===== config.mk =====
export PLATFORM = sky130hd
export DESIGN_NAME = cfbs_search
export DESIGN_NICKNAME = d
export VERILOG_FILES = /design/src/rtl/core/cfbs_pkg.sv /design/src/rtl/core/cfbs_search.sv
export SDC_FILE = /design/constraint.sdc
export NUM_CORES = 1
export LEC_CHECK = 0
export BUFFER_PORTS_ARGS = -buffer_cell sky130_fd_sc_hd__buf_2
export CELL_PAD_IN_SITES_DETAIL_PLACEMENT = 1
export CELL_PAD_IN_SITES_GLOBAL_PLACEMENT = 1
export CORE_UTILIZATION = 24
export CTS_CLUSTER_DIAMETER = 200
export DETAILED_ROUTE_END_ITERATION = 10
export HOLD_SLACK_MARGIN = 0.08
export PLACE_DENSITY_LB_ADDON = 0.12
export SLEW_MARGIN = 20
export SYNTH_ARGS = -nofsm -noshare
export SYNTH_HDL_FRONTEND = slang
export SYNTH_SLANG_ARGS = --single-unit

===== constraint.sdc =====
create_clock -name i_clk -period 5.8 [get_ports i_clk]
set_clock_uncertainty 0.05 [all_clocks]
set_input_delay 0.58 -clock i_clk [delete_from_list [all_inputs] [get_ports i_clk]]
set_output_delay 0.58 -clock i_clk [all_outputs]
set_load 0.02 [all_outputs]

===== src/rtl/core/cfbs_pkg.sv =====
// cfbs_pkg: shared constants, codes and types for the circular FIFO with search.
// Used by cfbs_search and circular_fifo_with_binary_search; no dependencies.
`timescale 1ns / 1ps

package cfbs_pkg;

    // Built depth of the word store
    localparam int DEPTH   = 256;
    localparam int ADDR_W  = $clog2(DEPTH);
    localparam int CNT_W   = $clog2(DEPTH + 1);
    localparam int SUM_W   = CNT_W + 1;
    localparam int WORD_W  = 32;
    localparam int CAP_W   = 9;
    localparam int SLOT_W  = 8;
    localparam int MODE_W  = 2;
    localparam int STAT_W  = 2;
    localparam int CAP_RST = 256;

    // Operation codes (s_axis_tuser)
    localparam logic [MODE_W-1:0] MODE_PUSH = 2'd0;
    localparam logic [MODE_W-1:0] MODE_POP  = 2'd1;
    localparam logic [MODE_W-1:0] MODE_SRCH = 2'd2;

    // Result status codes (m_axis_tuser)
    localparam logic [STAT_W-1:0] ST_OK    = 2'd0;
    localparam logic [STAT_W-1:0] ST_FULL  = 2'd1;
    localparam logic [STAT_W-1:0] ST_EMPTY = 2'd2;
    localparam logic [STAT_W-1:0] ST_MISS  = 2'd3;

    typedef enum logic [2:0] {
        S_IDLE,
        S_POP,
        S_PROBE,
        S_CMP,
        S_DONE
    } t_state;

    // Sequencer -> search unit
    typedef struct packed {
        logic start;   // load bounds and key
        logic probe;   // latch midpoint and its slot
        logic cmp;     // narrow bounds from read word
    } t_srch_ctl;

    // Search unit -> sequencer
    typedef struct packed {
        logic range_empty;  // lo >= hi
        logic hit;          // read word equals key
    } t_srch_sts;

endpackage


===== src/rtl/core/cfbs_search.sv =====
// cfbs_search: binary-search bounds, midpoint-to-slot mapping and key compare.
// Depends on cfbs_pkg; stepped by the sequencer in the top level.
`timescale 1ns / 1ps

module cfbs_search (
    input  logic                          i_clk,
    input  logic                          i_rst_n,
    input  cfbs_pkg::t_srch_ctl           i_ctl,
    input  logic [cfbs_pkg::CNT_W-1:0]    i_count,
    input  logic [cfbs_pkg::ADDR_W-1:0]   i_head,
    input  logic [cfbs_pkg::CNT_W-1:0]    i_cap,
    input  logic [cfbs_pkg::WORD_W-1:0]   i_key,
    input  logic [cfbs_pkg::WORD_W-1:0]   i_rdata,
    output cfbs_pkg::t_srch_sts           o_sts,
    output logic [cfbs_pkg::ADDR_W-1:0]   o_phys,
    output logic [cfbs_pkg::ADDR_W-1:0]   o_slot
);

    logic [cfbs_pkg::CNT_W-1:0]  r_lo, r_hi, r_mid;
    logic [cfbs_pkg::ADDR_W-1:0] r_phys;
    logic [cfbs_pkg::WORD_W-1:0] r_key;

    logic [cfbs_pkg::CNT_W-1:0]  mid;
    logic [cfbs_pkg::SUM_W-1:0]  sum;
    logic [cfbs_pkg::SUM_W-1:0]  sum_wrap;
    logic                        w_lt;

    // head < cap and mid < cap, so one subtract folds the sum back in range
    always_comb begin
        mid      = r_lo + ((r_hi - r_lo) >> 1);
        sum      = cfbs_pkg::SUM_W'(i_head) + cfbs_pkg::SUM_W'(mid);
        sum_wrap = (sum >= cfbs_pkg::SUM_W'(i_cap)) ? (sum - cfbs_pkg::SUM_W'(i_cap)) : sum;
        o_phys   = cfbs_pkg::ADDR_W'(sum_wrap);
        w_lt     = $signed(i_rdata) < $signed(r_key);
    end

    assign o_sts.range_empty = (r_lo >= r_hi);
    assign o_sts.hit         = (i_rdata == r_key);
    assign o_slot            = r_phys;

    always_ff @(posedge i_clk) begin
        if (!i_rst_n) begin
            r_lo <= '0;
            r_hi <= '0;
        end else if (i_ctl.start) begin
            r_lo <= '0;
            r_hi <= i_count;
        end else if (i_ctl.cmp) begin
            if (w_lt) begin
                r_lo <= r_mid + 1'b1;
            end else begin
                r_hi <= r_mid;
            end
        end
    end

    always_ff @(posedge i_clk) begin
        if (i_ctl.start) begin
            r_key <= i_key;
        end
        if (i_ctl.probe) begin
            r_mid  <= mid;
            r_phys <= o_phys;
        end
    end

endmodule


# Yosys cells after proc, flatten, opt, wreduce, memory -nomap -nowiden
# Index checks and enable logic that the tools add are counted.
word_totals:
  input_bits: 95
  output_inout_bits: 18
  ff_bits: 67
  wordCells: 24
classes:
  addsub: 5
  muxes: 4
  n_bitwise: 1
  n_eq_ne: 2
  n_lt_le_gt_ge: 3
  n_reduce_logical: 4
op_table:
  columns: ["op", "count"]
  rows:
  - ["$eq 32x32->1", 1]
  - ["$lt 32x32->1", 1]
  - ["$mux 9", 3]
  - ["$add 8x9->10", 1]
  - ["$ge 10x9->1", 1]
  - ["$add 9x1->9 const B", 1]
  - ["$add 9x8->9", 1]
  - ["$ge 9x9->1", 1]
  - ["$sub 9x9->9", 1]
  - ["$mux 8", 1]
  - ["$sub 8x8->8", 1]
  - ["$reduce_and 2->1", 2]
  - ["$ne 2x2->1 const B", 1]
  - ["$reduce_bool 2->1", 1]
  - ["$reduce_or 2->1", 1]
  - ["$not 1->1", 1]

# Longest topological paths before layout
logic_depth:
  ltp_word: 5
  mapped_depth: 25
  depth_no_buf: 25

# Worst setup path before layout
# OpenSTA, ideal clock, no wires.
synth_timing:
  path_kind: "flip-flop to output port"
  from: "reg r_hi[0] (netlist bit)"
  to: "out o_phys[0] (netlist bit)"
  stages_incl_launch_ff: 19
  required_ns: 5.170
  t_arrival_ns: 4.605
  n_path_buf: 0
  path_slack_ns: 0.565
  cell_sequence: "dfxtp_1 > inv_1 > ha_1 > inv_1 > fa_1 > ha_1 > fa_1 > inv_1 > fa_1 > inv_1 > fa_1 > a21o_1 > a21oi_2 > nor2b_1 > o21a_1 > o311ai_0 > a21boi_0 > a211oi_4 > mux2i_1"
synth_between:
  elab_chain_cells: 5
  word_cells_on_any_way: 6
  classes_between: "add/sub (4); order compare (1); mux (1)"
synth_rtl:
  columns: ["element", "line", "text"]
  rows:
  - ["from (decl)", "cfbs_search.sv:19", "logic [cfbs_pkg::CNT_W-1:0] r_lo, r_hi, r_mid;"]
  - ["from (signal assigned)", "cfbs_search.sv:47", "r_hi <= i_count;"]
  - ["from (signal assigned)", "cfbs_search.sv:52", "r_hi <= r_mid;"]
  - ["$sub 9x9->9", "cfbs_search.sv:30", "mid = r_lo + ((r_hi - r_lo) >> 1);"]
  - ["$add 9x8->9", "cfbs_search.sv:30", null]
  - ["via mid, one bit", "cfbs_search.sv:23", "logic [cfbs_pkg::CNT_W-1:0] mid;"]
  - ["$add 8x9->10", "cfbs_search.sv:31", "sum = cfbs_pkg::SUM_W'(i_head) + cfbs_pkg::SUM_W'(mid);"]
  - ["$ge 10x9->1", "cfbs_search.sv:32", "sum_wrap = (sum >= cfbs_pkg::SUM_W'(i_cap)) ? (sum - cfbs_pkg::SUM_W'(i_cap)) : sum;"]
  - ["$mux 8", "cfbs_search.sv:32", null]
  - ["to (decl)", "cfbs_search.sv:15", "output logic [cfbs_pkg::ADDR_W-1:0] o_phys,"]
# The timed path passes the listed nets, and every way through them passes these cells.

# Final worst setup path
layout_timing:
  from: "reg r_hi[0] (netlist bit)"
  to: "out o_phys[2] (netlist bit)"
# The elaborated chain is that of the path after synthesis.

==> results_dict.tcl <==
set metrics [dict create \
    power.internal_uw 2080 \
    io_buffers 112 \
    fill_cells 2137 \
    grt_pass1_vias 4061 \
    cp-start-kind "flop" \
    antenna_left 0 \
    hp-class "input port to flop" \
    synth.avg_cell_area_sq_um 10.3 \
    status "finished, final reports clean" \
    cp-end-kind "output port" \
    gp_congestion 0.763 \
    ys.flop_type "edfxtp_1" \
    antenna_found_initial 0 \
    slew_violations 0 \
    routedWlPerCell_microns 15.2 \
    ys_async_sr_fraction_pct 0 \
    hold_viol 0 \
    dp_hpwl_microns 9830 \
    slowest_stage "fa_2" \
    post-place-ws_ns 0.00386 \
    clock-sinks 67 \
    peakVddDrop_mv 0.664 \
    crit_fanout 8 \
    clk_pin_slew_ns 0.06 \
    io_pins 113 \
    rsz0062_at_grt "true" \
    vias 3698 \
    ys_warn_count 0 \
    cts_buffer_depth 2 \
    maxCapViolCount 0 \
    cts_root_buffer "clkbuf_16" \
    grt_pass1_wl_microns 19800 \
    die_area_sq_um 19600 \
    netlist.area_leader.share_pct 32.3 \
    dpl-instance-area_sq_um 5440 \
    diodes 0 \
    dieHeight_microns 140 \
    synth_nets 612 \
    p_sw_uw 1300 \
    setup_tns_ns 0 \
    clock_power_share_pct 16.1 \
    coreArea_sq_um 18600 \
    synth_seq_area_share_pct 40.2 \
    worst_pin_slew_ns 0.869 \
    grt_max_degree 34 \
    layout-drive-gt1-share_pct 36.1 \
    htreeDepth 3 \
    path_class "flop to output port" \
    p_leak_uw 0.00282 \
    synth-seq-cells 67 \
    final_area_sq_um 6240 \
    synth_edf_count 49 \
    synthCells 444 \
    tritoncts "yes" \
    layout.nets 750 \
    postLayoutSetupSlackWorst_ns 0.118 \
    ys_types 46 \
    sw_frac_of_total_pct 38.4 \
    synth_common_cells "69 x ha_1, 67 x inv_1, 49 x edfxtp_1, 41 x a21oi_1, 24 x nor2_1" \
    grt-ovfl-total 0 \
    syn_to_final_growth_pct 36.9 \
    drt_pass1_iterations 6 \
    p_comb_share_pct 63.4 \
    via_per_inst 4.50 \
    wl_microns 12500 \
    synth_top_cell_by_area "edfxtp_1" \
    cp_top_family "adder cells" \
    syn_area_sq_um 4560 \
    drc 0 \
    synthTopCellsByArea "edfxtp_1 32%, ha_1 19%, dfxtp_1 7.9%" \
    grt_usage_pct 13.3 \
    arrival_ns 5.05 \
    clock_latency_ns 0.34 \
    fin_crit_ns 5.68 \
    rows 50 \
    slew_headroom_pct 41.7 \
    synth_most_common_cell "ha_1" \
    required_ns 5.17 \
    die_x_microns 140 \
    max_stage_delay_ns 0.41 \
    initial_utilization_pct 24.5 \
    drtIter0Drc 66 \
    cp_num_buf_inv 5 \
    p_per_area_nw_per_um2 542 \
    fmax_ghz 0.176 \
    setup_viol 0 \
    fin_crit_sh_pct 98.0 \
    cts_buffers 9 \
    p_seq_share_pct 20.5 \
]
-- worst register-to-register path, cell delays in order (launching register included) --
cell and delay, ns:
dfxtp_2 0.32, inv_2 0.06, ha_4 0.13, inv_2 0.04
fa_2 0.41, nand2_2 0.08, nand2_2 0.06, a21oi_4 0.22
xnor2_2 0.09, ha_1 0.35, inv_2 0.07, o21bai_1 0.17
a21oi_2 0.10, o21bai_1 0.20, a21oi_2 0.10, xnor2_2 0.27
ha_1 0.32, a21oi_2 0.14, o21ai_1 0.09, xor2_1 0.15
ha_1 0.31, a21boi_4 0.15, a211oi_4 0.26, buf_12 0.18
mux2_4 0.32
-- metrics by stage --
stage | power (uW) | hold slack [ns] | instances | util [%]
2_1_floorplan | 1800 | 0.458 | 444 | -
3_3_place_gp | 2250 | 0.482 | 791 | 29.2
6_report | 3380 | 0.358 | 821 | 33.5
4_1_cts | 3020 | 0.339 | 814 | 31.7
5_1_grt | 3620 | 0.341 | 821 | 33.5
3_5_place_dp | 2280 | 0.490 | 791 | 29.2
-- registers in the layout, indices dropped and copies added (netlist names) --
| register | count |
|---|---|
| r_mid | 9 |
| r_hi | 9 |
| r_lo | 9 |
| o_slot | 8 |
| r_key | 32 |
-- cells by family (layout without fill, tap and decap cells) --
logic type	count (synthesis)	after routing	share of synthesized area (%)
xor gates and xnor gates	33	33	6.34
AOI/OAI and AO/OA	105	105	14.7
adders and majority gates	73	73	20.7
buffers and inverters	71	214	5.85
DFF	67	67	40.2
and+or+nand+nor	77	77	7.88
muxes	18	18	4.42
-- layout make-up --
cell class	instances	area (sq um)	area share (%)
Multi-Input combinational cell	306	2820	45.1
Sequential cell	67	1840	29.5
Timing Repair Buffer	130	754	12.1
Tap cell	234	293	4.69
Inverter	68	255	4.09
Clock buffer	13	240	3.85
Clock inverter	3	38.8	0.622
-- cell usage in the layout, fill, tap and decap left out, types with 3 or more instances in the layout --
master	netlist	layout
fa_2	0	4
mux2i_1	10	10
xor2_2	0	3
buf_2	0	104
o21a_1	3	3
clkbuf_1	2	4
nand2_1	22	20
ha_4	0	10
a21oi_2	1	10
inv_1	67	62
xor2_1	14	11
a21o_1	11	11
ha_1	69	58
buf_4	0	18
nor2b_1	5	4
a21oi_1	41	31
xnor2_1	19	11
o21ai_0	20	15
a211oi_1	9	9
dfxtp_1	18	13
nor2_1	24	19
edfxtp_1	49	49
o21ai_1	1	5
mux2_4	0	7
nand3_1	8	8
nand4_1	7	7
clkbuf_16	0	9
xnor2_2	0	8
buf_6	0	7
nor2_2	0	4
inv_2	0	5
dfxtp_2	0	3
-- per-layer routing --
layer  share of wire, %  vias up  wire, microns  GRT usage (%)
li1                   -     1852              -              -
met1                 45     1755           5650           15.5
met3                4.2       14            529           3.92
met2                 49       77           6180           23.1
met5                  0        -              0              0
met4                1.3        0            158           4.34
-- what timing repair did --
action                     in CTS  in global routing
hold buffers                    0                  0
cloned                          0                  0
buffers inserted                7                  7
resized for setup              32                 67
setup endpoints to repair       8                  8
pin swaps                      14                 45
-- path summary, 6_finish.rpt --
path / from / end / slack [ns] / depth (start not counted)
setup / recovery: r_hi[0] / o_phys[2] / 0.12 / 25
hold / removal: i_key[25] / r_key[25] / 0.36 / 1
setup reg to reg: r_hi[0] / o_slot[2] / 0.92 / 24
hold reg to reg: r_lo[7] / r_lo[7] / 0.49 / 2
-- power groups by stage --
stage | sequential, uW | combinational [uW] | clock, uW
after floorplan | 726 | 1080 | 0
after global placement | 704 | 1540 | 0
after detailed placement | 704 | 1580 | 0
after CTS | 695 | 1750 | 572
after global routing | 703 | 2330 | 588
final | 693 | 2140 | 546
Power figures use the tool's default switching activity.
